==> config.mk <==
export PLATFORM = sky130hd
export DESIGN_NAME = totient_by_factorization
export DESIGN_NICKNAME = d
export VERILOG_FILES = /design/src/tbf_pkg.sv /design/src/tbf_div.sv /design/src/totient_by_factorization.sv
export SDC_FILE = /design/constraint.sdc
export NUM_CORES = 1
export LEC_CHECK = 0
export BUFFER_PORTS_ARGS = -buffer_cell sky130_fd_sc_hd__clkbuf_2
export CELL_PAD_IN_SITES_DETAIL_PLACEMENT = 1
export CELL_PAD_IN_SITES_GLOBAL_PLACEMENT = 1
export CORE_MARGIN = 2
export CORE_UTILIZATION = 45
export DETAILED_ROUTE_END_ITERATION = 8
export GPL_ROUTABILITY_DRIVEN = 1
export PLACE_DENSITY = 0.77
export SLEW_MARGIN = 5
export SYNTH_ARGS = -nofsm -noshare
export SYNTH_HDL_FRONTEND = slang
export SYNTH_HIERARCHICAL = 1
export SYNTH_SLANG_ARGS = --single-unit
export TNS_END_PERCENT = 30
==> constraint.sdc <==
create_clock -name clock -period 12 [get_ports clock]
set_input_delay 1.2 -clock clock [delete_from_list [all_inputs] [get_ports clock]]
set_output_delay 1.2 -clock clock [all_outputs]
set_load 0.05 [all_outputs]
==> src/tbf_pkg.sv <==
package tbf_pkg;

   // Width of the number and totient ports
   localparam int FIELD_WIDTH = 32;

   // Default internal arithmetic width
   localparam int NUMBER_WIDTH_DEFAULT = 32;

endpackage

==> src/tbf_div.sv <==
module tbf_div #(
   parameter int NUMBER_WIDTH = tbf_pkg::NUMBER_WIDTH_DEFAULT
) (
   input  logic                    clock,
   input  logic                    reset,
   input  logic                    go,
   input  logic [NUMBER_WIDTH-1:0] dividend,
   input  logic [NUMBER_WIDTH-1:0] divisor,
   output logic                    done,
   output logic [NUMBER_WIDTH-1:0] quotient,
   output logic [NUMBER_WIDTH-1:0] remainder
);
   import tbf_pkg::*;

   localparam int CountW = $clog2(NUMBER_WIDTH + 1);

   logic                    busy_ff, busy_in;
   logic                    done_ff, done_in;
   logic [CountW-1:0]       count_ff, count_in;
   logic [NUMBER_WIDTH-1:0] quo_ff, quo_in;
   logic [NUMBER_WIDTH-1:0] rem_ff, rem_in;
   logic [NUMBER_WIDTH-1:0] dsr_ff, dsr_in;
   logic [NUMBER_WIDTH:0]   rem_shift;
   logic [NUMBER_WIDTH:0]   rem_diff;
   logic                    fits;

   // Shift in one dividend bit and try a subtract
   assign rem_shift = {rem_ff, quo_ff[NUMBER_WIDTH-1]};
   assign fits      = (rem_shift >= {1'b0, dsr_ff});
   assign rem_diff  = rem_shift - {1'b0, dsr_ff};

   always_comb begin
      busy_in  = busy_ff;
      done_in  = 1'b0;
      count_in = count_ff;
      quo_in   = quo_ff;
      rem_in   = rem_ff;
      dsr_in   = dsr_ff;
      if (go) begin
         // Load operands, one quotient bit per cycle follows
         busy_in  = 1'b1;
         count_in = CountW'(NUMBER_WIDTH);
         quo_in   = dividend;
         rem_in   = '0;
         dsr_in   = divisor;
      end else if (busy_ff) begin
         quo_in   = {quo_ff[NUMBER_WIDTH-2:0], fits};
         rem_in   = fits ? rem_diff[NUMBER_WIDTH-1:0] : rem_shift[NUMBER_WIDTH-1:0];
         count_in = count_ff - CountW'(1);
         if (count_ff == CountW'(1)) begin
            busy_in = 1'b0;
            done_in = 1'b1;
         end
      end
   end

   always_ff @(posedge clock) begin
      if (reset) begin
         busy_ff  <= 1'b0;
         done_ff  <= 1'b0;
         count_ff <= '0;
      end else begin
         busy_ff  <= busy_in;
         done_ff  <= done_in;
         count_ff <= count_in;
      end
      quo_ff <= quo_in;
      rem_ff <= rem_in;
      dsr_ff <= dsr_in;
   end

   assign done      = done_ff;
   assign quotient  = quo_ff;
   assign remainder = rem_ff;

endmodule

==> src/totient_by_factorization.sv <==
// Euler totient phi(n) of an unsigned number by trial division. Raise start while busy is low
// to launch a transaction; busy stays high until the result, which appears on rsp_totient for
// exactly one cycle with rsp_strobe high and cannot be stalled, so capture it then. Zero is
// answered on the next cycle without raising busy. The run time is set by one shared restoring
// divider (one trial division per odd candidate divisor, repeated divisions by a found prime
// included) plus a shift-add multiplier, run for each prime factor divided out and for a
// leftover prime cofactor, plus the shifts that drop factors of two. Worst case for 32-bit n
// tries about 32768 odd divisors; small or smooth numbers finish far sooner. phi(0) is 0 and
// phi(1) is 1.
module totient_by_factorization #(
   parameter int NUMBER_WIDTH = tbf_pkg::NUMBER_WIDTH_DEFAULT
) (
   input  logic                         clock,
   input  logic                         reset,
   input  logic                         start,
   output logic                         busy,
   input  logic [tbf_pkg::FIELD_WIDTH-1:0] req_number,
   output logic                         rsp_strobe,
   output logic [tbf_pkg::FIELD_WIDTH-1:0] rsp_totient
);
   import tbf_pkg::*;

   localparam int WideW = (NUMBER_WIDTH > FIELD_WIDTH) ? NUMBER_WIDTH : FIELD_WIDTH;

   typedef enum logic [2:0] {
      ST_IDLE,
      ST_TWOS,
      ST_DIV,
      ST_WAIT,
      ST_TAIL,
      ST_MUL
   } state_type;

   state_type               state_ff, state_in;
   logic [NUMBER_WIDTH-1:0] rest_ff, rest_in;
   logic [NUMBER_WIDTH-1:0] phi_ff, phi_in;
   logic [NUMBER_WIDTH-1:0] dvs_ff, dvs_in;
   logic                    again_ff, again_in;
   logic                    last_ff, last_in;
   logic [NUMBER_WIDTH-1:0] acc_ff, acc_in;
   logic [NUMBER_WIDTH-1:0] mula_ff, mula_in;
   logic [NUMBER_WIDTH-1:0] mulb_ff, mulb_in;
   logic                    strobe_ff, strobe_in;
   logic [FIELD_WIDTH-1:0]  totient_ff, totient_in;

   logic [WideW-1:0]        num_wide;
   logic [NUMBER_WIDTH-1:0] num;
   logic [WideW-1:0]        phi_wide;
   logic [WideW-1:0]        acc_wide;
   logic                    div_go;
   logic                    div_done;
   logic [NUMBER_WIDTH-1:0] div_quo;
   logic [NUMBER_WIDTH-1:0] div_rem;

   // Fit the port value to the internal width and back
   assign num_wide = WideW'(req_number);
   assign num      = num_wide[NUMBER_WIDTH-1:0];
   assign phi_wide = WideW'(phi_ff);
   assign acc_wide = WideW'(acc_ff);

   assign div_go = (state_ff == ST_DIV);

   tbf_div #(
      .NUMBER_WIDTH(NUMBER_WIDTH)
   ) u_div (
      .clock    (clock),
      .reset    (reset),
      .go       (div_go),
      .dividend (rest_ff),
      .divisor  (dvs_ff),
      .done     (div_done),
      .quotient (div_quo),
      .remainder(div_rem)
   );

   always_comb begin
      state_in   = state_ff;
      rest_in    = rest_ff;
      phi_in     = phi_ff;
      dvs_in     = dvs_ff;
      again_in   = again_ff;
      last_in    = last_ff;
      acc_in     = acc_ff;
      mula_in    = mula_ff;
      mulb_in    = mulb_ff;
      strobe_in  = 1'b0;
      totient_in = totient_ff;
      case (state_ff)
         ST_IDLE: begin
            if (start) begin
               phi_in   = NUMBER_WIDTH'(1);
               dvs_in   = NUMBER_WIDTH'(3);
               again_in = 1'b0;
               if (num == '0) begin
                  // Zero has no totient to search for
                  strobe_in  = 1'b1;
                  totient_in = '0;
               end else if (!num[0]) begin
                  rest_in  = num >> 1;
                  state_in = ST_TWOS;
               end else begin
                  rest_in  = num;
                  state_in = ST_DIV;
               end
            end
         end
         ST_TWOS: begin
            // Drop further factors of two, doubling phi for each
            if (!rest_ff[0]) begin
               rest_in = rest_ff >> 1;
               phi_in  = phi_ff << 1;
            end else begin
               state_in = ST_DIV;
            end
         end
         ST_DIV: begin
            state_in = ST_WAIT;
         end
         ST_WAIT: begin
            if (div_done) begin
               if (!again_ff && (div_quo < dvs_ff)) begin
                  // Divisor passed the square root of the cofactor
                  state_in = ST_TAIL;
               end else if (div_rem == '0) begin
                  rest_in  = div_quo;
                  mula_in  = phi_ff;
                  mulb_in  = again_ff ? dvs_ff : (dvs_ff - NUMBER_WIDTH'(1));
                  acc_in   = '0;
                  again_in = 1'b1;
                  last_in  = 1'b0;
                  state_in = ST_MUL;
               end else begin
                  dvs_in   = dvs_ff + NUMBER_WIDTH'(2);
                  again_in = 1'b0;
                  state_in = ST_DIV;
               end
            end
         end
         ST_TAIL: begin
            // Fold in a leftover prime cofactor
            if (rest_ff > NUMBER_WIDTH'(1)) begin
               mula_in  = phi_ff;
               mulb_in  = rest_ff - NUMBER_WIDTH'(1);
               acc_in   = '0;
               last_in  = 1'b1;
               state_in = ST_MUL;
            end else begin
               strobe_in  = 1'b1;
               totient_in = phi_wide[FIELD_WIDTH-1:0];
               state_in   = ST_IDLE;
            end
         end
         ST_MUL: begin
            // Shift-add multiply, one multiplier bit per cycle
            if (mulb_ff == '0) begin
               phi_in = acc_ff;
               if (last_ff) begin
                  strobe_in  = 1'b1;
                  totient_in = acc_wide[FIELD_WIDTH-1:0];
                  state_in   = ST_IDLE;
               end else begin
                  state_in = ST_DIV;
               end
            end else begin
               if (mulb_ff[0]) begin
                  acc_in = acc_ff + mula_ff;
               end
               mula_in = mula_ff << 1;
               mulb_in = mulb_ff >> 1;
            end
         end
         default: begin
            state_in = ST_IDLE;
         end
      endcase
   end

   always_ff @(posedge clock) begin
      if (reset) begin
         state_ff  <= ST_IDLE;
         strobe_ff <= 1'b0;
      end else begin
         state_ff  <= state_in;
         strobe_ff <= strobe_in;
      end
      rest_ff    <= rest_in;
      phi_ff     <= phi_in;
      dvs_ff     <= dvs_in;
      again_ff   <= again_in;
      last_ff    <= last_in;
      acc_ff     <= acc_in;
      mula_ff    <= mula_in;
      mulb_ff    <= mulb_in;
      totient_ff <= totient_in;
   end

   assign busy        = (state_ff != ST_IDLE);
   assign rsp_strobe  = strobe_ff;
   assign rsp_totient = totient_ff;

endmodule
==> flow_summary.toml, run 1 <==
[logic_synthesis]
synthMuxAreaShare = 0.0620
synth_fa_ha_area_frac = 0.0656
yosys.area.top_type = "edfxtp_1"
ys_async_sr_fraction = 0
synthesis.area_sq_um = 19700
synthSimpleGateAreaFrac = 0.152
yosys.area.top_type_share = 0.441
ys_seq_area_frac = 0.486
synth_cells = 1937
ys_ff_latch = 333
syn_avg_cell_area_sq_um = 10.2
synthXorXnorAreaFrac = 0.0454
ys.flop_type = "edfxtp_1"
synth_edf_count = 289
synth_top_family_by_area = "simple AND/OR/NAND/NOR gates"
synthTopCellsByArea = "edfxtp_1, ha_1, dfxtp_1, mux2i_1, nand2_1"
syn_nets = 2074
synth_compound_area_frac = 0.151
yosysUniqueCellTypes = 77
yosysWarnings = 6

[placed_design]
hpwlAfterDp_um = 38700
portBuffers = 68
gp_congestion = 0.878
dpl-instance-area_sq_um = 20600

[floorplanning]
dieArea_sq_um = 45400
initial_core_util = 0.457
die_x_um = 213
core_sq_um = 43100
die_h_um = 213
boundaryPins = 69
rows = 76

[clock_network]
cts_tree = "built"
ctsLongestPathBuffers = 3
cts_sinks = 333
path_clk_slew_ns = 0.06
htreeDepth = 2
root_buffer = "clkbuf_16"
clock_latency_ns = 0.56
hold_buffers = 0
cts_resized = 0
postCtsSetupBuffers = 0
cts_made_buffers = 38

[worst_setup_path]
cp.arrival_ns = 2.63
cpLargestDelayFamily = "buffers and inverters"
path_cells = "buf_4, nor3_1, inv_1, clkbuf_2"
crit_required_ns = 10.80
path_class = "reg -> out"
worst-path-buf-inv = 3
cp_slowest_cell = "buf_4"
slowest_delay_ns = 0.85
end_kind = "primary output"
crit_fanout = 72
startpoint_type = "flop"

[global_route]
busiest_layer = "met2"
grt-ovfl-total = 0
track_usage = 0.245
antenna_found_initial = 0
first_global_vias = 15600
grt_max_degree = 73
grt_pass1_wl_um = 87800
met2_usage = 0.396
global_route.usage.met1 = 0.343
use_met3 = 0.0397

[routing]
wl_per_cell_um = 21.4
drc = 0
drt-initial-drc-count = 1207
drtAntennaViolNets = 0
viasPerCell = 6.00
firstDrtPassIters = 5
drt-total-wl_um = 55300
via_count = 15500

[cells_and_area]
final_cell_mix = "edfxtp_1, nand2_1, nor2_1"
fin_area_sq_um = 21700
antenna_cells = 0
final_common_cell = "edfxtp_1"
drive_above_1_share = 0.102
nNetsFinal = 2109
n_fill_cell = 4719
areaGrowthSynthToFinish_pct = 10.5

[sta]
fin_crit_ns = 3.83
finalSetupViolCount = 0
hold_violations = 0
setup_tns_ns = 0
slew_headroom = 0.234
maxSlewViolCount = 0
finalCritPeriodShare = 0.319
rsz0062_at_grt = "no"
skew_ns = 0.0276
fmax_mhz = 261
tightest_slew_ns = 1.15

[run]
max_cap_violations = 0

[power_and_ir_drop]
powerDensity_nw_per_um2 = 211
vdd_ir_drop_max_v = 0.000117
p_leak_nw = 8.37

[run_status]
status = "finished, final reports clean"

[hold_path]
min_path_type = "reg -> reg"
-- where the power goes --
| part | switching, W | total [W] | internal (W) |
|---|---|---|---|
| Clock | 0.000481 | 0.00114 | 0.000655 |
| Sequential | 0.000274 | 0.00186 | 0.00159 |
| Combinational | 0.000974 | 0.00158 | 0.000609 |
| Total | 0.00173 | 0.00458 | 0.00286 |
-- Yosys cell counts (6+ instances only) --
library cell	number
a21o_1	31
a21oi_1	128
xnor2_1	71
and4_1	6
a211oi_1	28
nand4_1	23
edfxtp_1	289
clkbuf_1	73
inv_1	95
nor4_1	36
and3_1	17
o21a_1	10
a221oi_1	31
a32oi_1	6
o21ai_0	93
a31oi_1	7
o22ai_1	6
dfxtp_1	44
or3_1	11
buf_1	11
nor2b_1	14
mux2_2	31
nor3_1	44
a211o_1	6
mux2i_1	87
xor2_1	31
nor2_1	178
nand3_1	42
nand2_1	226
nor3b_1	6
o211ai_1	17
nand2b_1	15
a22o_1	30
o31ai_1	7
ha_1	100
-- layout make-up --
class,count,area [sq um],share of cell area
multi-input combinational,1416,9430,0.434
clock buffer,54,1090,0.0503
inverter,95,357,0.0164
clock inverter,12,82.6,0.00380
tap,585,732,0.0337
sequential,333,9560,0.440
timing repair buffer,88,490,0.0226
-- layer usage --
layer | share of wire | wire length, um
met1 | 0.46 | 25500
met2 | 0.46 | 25700
met3 | 0.053 | 2920
met4 | 0.022 | 1220
met5 | 0 | 0
-- per-stage QoR --
step	total power, W	std cells	hold WS [ns]	util	worst slack, ns
2_1_floorplan	0.00297	1937	0.424	-	4.88
3_3_place_gp	0.00335	2517	0.434	0.478	8.26
3_5_place_dp	0.00344	2517	0.436	0.478	8.24
4_1_cts	0.00459	2583	0.451	0.505	8.18
5_1_grt	0.00484	2583	0.472	0.505	8.05
6_report	0.00458	2583	0.450	0.505	8.17
-- flip-flops by register name, summed over array words and instances, names as in the netlist --
| register | count |
|---|---|
| dvs_ff | 31 |
| mula_ff | 32 |
| acc_ff | 32 |
| rsp_totient | 32 |
| again_ff | 1 |
| phi_ff | 32 |
| rest_ff | 32 |
| u_div/done | 1 |
| rsp_strobe | 1 |
| u_div/remainder | 32 |
| u_div/dsr_ff | 32 |
| mulb_ff | 32 |
| last_ff | 1 |
| u_div/busy_ff | 1 |
| u_div/quotient | 32 |
| u_div/count_ff | 6 |
| state_ff | 3 |
-- logic make-up after synthesis --
group                      count (synthesis)
AOI/OAI and AO/OA                        449
xor gates and xnor gates                 102
adders and majority gates                102
buffers and inverters                    188
DFF                                      333
muxes                                    118
other                                      1
and+or+nand+nor                          644
-- final timing paths --
check                            from                    endpoint  slack (ns)  depth (start not counted)
max          state_ff[0]$_SDFFE_PP0P_                        busy        8.17                          4
min          dvs_ff[19]$_SDFFCE_PP0P_  u_div/dsr_ff[19]$_DFFE_PP_        0.45                          0
max reg2reg   dvs_ff[8]$_SDFFCE_PP0P_       mula_ff[25]$_DFFE_PP_        8.45                          9
min reg2reg  dvs_ff[19]$_SDFFCE_PP0P_  u_div/dsr_ff[19]$_DFFE_PP_        0.45                          0
(Power assumes the default switching activity.)
==> inputs of run 2 (changes only) <==
Settings changed: PLACE_DENSITY 0.77 to 0.8.
Clock period 12 ns to 3.5 ns, I/O delays scaled along.
==> run 2 against run 1 <==
First-iteration DRC count grew 0.41%. Hold slack lost 0.35 ns. Combinational power grew to 3.6 times the previous value. Count of clock-buffer cells in the layout shrank 5. Register-to-register slack lost 8.2 ns. Sequential power grew to 3.5 times the previous value. Die area is the same. Core utilization grew 0.78 points. Critical path type is now reg -> reg. Critical endpoint is now phi_ff[25]$_SDFFCE_PN0P_. Largest power group unchanged.
==> flow_summary.toml, run 2 (synthesis results as in run 1) <==
[run_status]
status = "finished, final reports clean"

[floorplanning]
initial_core_util = 0.457
boundaryPins = 69
core_sq_um = 43100
die_h_um = 213
die_x_um = 213
rows = 76
dieArea_sq_um = 45400

[placed_design]
hpwlAfterDp_um = 39400
dpl-instance-area_sq_um = 20800
portBuffers = 68
placed_cells = 2533
gp_congestion = 0.909

[sta]
fmax_mhz = 309
finalSetupViolCount = 0
rsz0062_at_grt = "no"
maxSlewViolCount = 0
hold_violations = 0
skew_ns = 0.0168
setup_tns_ns = 0
tightest_slew_ns = 1.17
finalCritPeriodShare = 0.926
fin_crit_ns = 3.24
whs_ns = 0.0997
slew_headroom = 0.215

[clock_network]
ctsLongestPathBuffers = 3
cts_sinks = 333
cts_made_buffers = 38
cts_tree = "built"
clock_latency_ns = 0.56
root_buffer = "clkbuf_16"
htreeDepth = 2
path_clk_slew_ns = 0.06
postCtsSetupBuffers = 0

[routing]
drc = 0
drt-total-wl_um = 57600
drt-initial-drc-count = 1212
firstDrtPassIters = 5
viasPerCell = 6.04
wl_per_cell_um = 22.1
via_count = 15700
drtAntennaViolNets = 0

[worst_setup_path]
path_class = "reg -> reg"
cp.arrival_ns = 3.48
crit_required_ns = 3.74
end_kind = "flop"
crit_fanout = 32
startpoint_type = "flop"

[cells_and_area]
drive_above_1_share = 0.115
fin_cells = 2602
n_fill_cell = 4750
fin_area_sq_um = 22100
areaGrowthSynthToFinish_pct = 12.2
nNetsFinal = 2125
final_common_cell = "edfxtp_1"
final_cell_mix = "edfxtp_1, nand2_1, nor2_1"
antenna_cells = 0

[power_and_ir_drop]
vdd_ir_drop_max_v = 0.000601
powerDensity_nw_per_um2 = 735
p_leak_nw = 8.50

[global_route]
antenna_found_initial = 0
track_usage = 0.258
grt_pass1_wl_um = 91700
grt-ovfl-total = 0
first_global_vias = 16300
grt_max_degree = 72

[run]
max_cap_violations = 0

[hold_path]
min_path_type = "in -> reg"
[run 2: repair_timing]
item,CTS,global route
hold buffers,0,0
gates resized for setup,0,1
endpoints found under the setup margin,0,2
[run 2: area by class of cell]
class                   count  area (sq um)  share of cell area
clock buffers              49          1060              0.0478
clock inverters            20           225              0.0102
inverters                  95           357              0.0161
multi-input cells        1416          9500               0.430
flip-flops and latches    333          9560               0.433
well taps                 585           732              0.0331
repair buffers            104           648              0.0293
[run 2: worst max-delay path: stages, from the launching register on]
cell	delay [ns]
edfxtp_1	0.49
nor4_1	0.53
nand2_1	0.12
nor4_1	0.28
buf_4	0.18
nand2b_1	0.20
o21ai_0	0.33
a2111oi_4	0.47
buf_12	0.29
[run 2: routing by layer]
metal	vias to the layer above	track usage	routed length, um
li1	7288	-	-
met1	7904	0.359	26300
met2	430	0.419	27200
met3	87	0.0346	2680
met4	0	0.0748	1410
met5	-	0	0
[run 2: worst paths after layout]
| kind | cells past startpoint | start | end | slack, ns |
|---|---|---|---|---|
| setup / recovery | 8 | mulb_ff[0]$_DFFE_PP_ | phi_ff[25]$_SDFFCE_PN0P_ | 0.26 |
| hold / removal | 2 | reset | state_ff[0]$_SDFFE_PP0P_ | 0.1 |
| setup reg to reg | 8 | mulb_ff[0]$_DFFE_PP_ | phi_ff[25]$_SDFFCE_PN0P_ | 0.26 |
| hold reg to reg | 0 | dvs_ff[19]$_SDFFCE_PP0P_ | u_div/dsr_ff[19]$_DFFE_PP_ | 0.46 |
[run 2: report_power, final]
part | total, W | internal [W] | switching [W] | leakage (nW)
clock network | 0.00418 | 0.00250 | 0.00168 | 0.620
logic | 0.00563 | 0.00218 | 0.00345 | 4.75
registers | 0.00643 | 0.00545 | 0.000971 | 3.13
[run 2: stage by stage]
step,total power [W],setup WS [ns],utilization
3_3_place_gp,0.0117,0.317,0.483
6_report,0.0162,0.260,0.513
5_1_grt,0.0171,0.00337,0.513
4_1_cts,0.0162,0.172,0.513
2_1_floorplan,0.0102,-0.622,-
3_5_place_dp,0.0119,0.200,0.483
==> inputs of run 3 (changes only) <==
Settings changed: HOLD_SLACK_MARGIN set to 0.15, PLACE_DENSITY 0.8 to 0.77.
Clock period 3.5 ns to 3.6 ns, I/O delays scaled along.
==> run 3 against run 2 <==
Hold slack improved by 0.11 ns. Design area increased by 0.41%. Wire length shrank 1.0%. Highest routed layer unchanged. Largest cell class unchanged. Non-clock buffer count up 3. Global-route usage decreased by 0.32 points. Count of clock-buffer cells in the layout is 2 higher.
==> flow_summary.toml, run 3 (synthesis results as in run 1) <==
[worst_setup_path]
slowest_delay_ns = 0.58
crit_fanout = 33
worst_r2r_path_depth = 8
path_cells = "or4_4, or3_4, nor4_4, nand3_1, nor2_1, nor2_1, nor4_4, buf_12"
path_class = "reg -> reg"
cp_slowest_cell = "or4_4"
crit_required_ns = 3.83
end_kind = "flop"
cp.arrival_ns = 3.50
startpoint_type = "flop"

[placed_design]
placed_cells = 2535
gp_congestion = 0.908
hpwlAfterDp_um = 40300
portBuffers = 68
dpl-instance-area_sq_um = 20800

[global_route]
grt-ovfl-total = 0
use_met3 = 0.0354
met2_usage = 0.406
track_usage = 0.254
global_route.usage.met1 = 0.355
first_global_vias = 16200
grt_pass1_wl_um = 90200
grt_max_degree = 70
busiest_layer = "met2"
antenna_found_initial = 0

[sta]
fin_crit_ns = 3.27
maxSlewViolCount = 0
skew_ns = 0.0352
slew_headroom = 0.252
hold_violations = 0
finalSetupViolCount = 0
tightest_slew_ns = 1.12
finalCritPeriodShare = 0.909
rsz0062_at_grt = "no"
fmax_mhz = 306

[power_and_ir_drop]
powerDensity_nw_per_um2 = 715
vdd_ir_drop_max_v = 0.000473
p_leak_nw = 8.55

[routing]
drc = 0
viasPerCell = 6.01
drtAntennaViolNets = 0
firstDrtPassIters = 5
via_count = 15700
wl_per_cell_um = 21.9
drt-initial-drc-count = 1065
drt-total-wl_um = 57000

[floorplanning]
die_h_um = 213
boundaryPins = 69
core_sq_um = 43100
die_x_um = 213
initial_core_util = 0.457
rows = 76
dieArea_sq_um = 45400

[cells_and_area]
fin_area_sq_um = 22200
antenna_cells = 0
final_common_cell = "edfxtp_1"
drive_above_1_share = 0.116
nNetsFinal = 2129
fin_cells = 2607
areaGrowthSynthToFinish_pct = 12.7
final_cell_mix = "edfxtp_1, nand2_1, nor2_1"

[clock_network]
root_buffer = "clkbuf_16"
path_clk_slew_ns = 0.06
clock_latency_ns = 0.57
htreeDepth = 2
cts_tree = "built"
cts_sinks = 333
cts_made_buffers = 39
cts_resized = 0
ctsLongestPathBuffers = 3

[hold_path]
min_path_type = "in -> reg"
worstHoldPathCells = 3

[run_status]
status = "finished, final reports clean"

[run]
max_cap_violations = 0
[run 3: report_power, final]
group	switching (W)	internal, W	leakage, nW
Clock	0.00163	0.00252	0.647
Sequential	0.000948	0.00530	3.13
Combinational	0.00333	0.00213	4.77
Total	0.00591	0.00995	8.55
[run 3: layout make-up]
cell class	count	area (sq um)
Fill cell	4704	20900
Sequential cell	333	9560
Multi-Input combinational cell	1416	9500
Clock buffer	51	1100
Tap cell	585	732
Timing Repair Buffer	107	698
Inverter	95	357
Clock inverter	20	221
[run 3: worst paths after layout]
kind | from | end | slack [ns]
min reg2reg | dvs_ff[16]$_SDFFCE_PP0P_ | u_div/dsr_ff[16]$_DFFE_PP_ | 0.45
max | rest_ff[9]$_DFFE_PP_ | rsp_totient[27]$_SDFFCE_PP0P_ | 0.33
max reg2reg | rest_ff[9]$_DFFE_PP_ | rsp_totient[27]$_SDFFCE_PP0P_ | 0.33
min | req_number[27] | rest_ff[27]$_DFFE_PP_ | 0.21
[run 3: metal layers]
layer	wire length, um	vias up
li1	-	7306
met1	26100	7826
met2	26200	438
met3	3030	93
met4	1740	0
met5	0	-
[run 3: worst max-delay path: cells and delay by family (launching register included)]
family / cells / cell delay, ns
and+or+nand+nor: 7 / 2.14
DFF: 1 / 0.49
buffers and inverters: 1 / 0.27
[run 3: what timing repair did]
item,CTS,global route
endpoints found under the hold margin,3,0
hold buffers,1,0
setup buffers,0,0
[run 3: metrics by stage]
stage | hold WS (ns) | TNS, ns | worst slack, ns | utilization | power, W
after floorplan | 0.424 | -25.03 | -0.522 | - | 0.00991
after global placement | 0.434 | 0 | 0.472 | 0.484 | 0.0114
after detailed placement | 0.442 | 0 | 0.400 | 0.484 | 0.0117
after CTS | 0.196 | 0 | 0.304 | 0.515 | 0.0159
after global routing | 0.228 | 0 | 0.195 | 0.515 | 0.0167
final | 0.214 | 0 | 0.327 | 0.515 | 0.0159
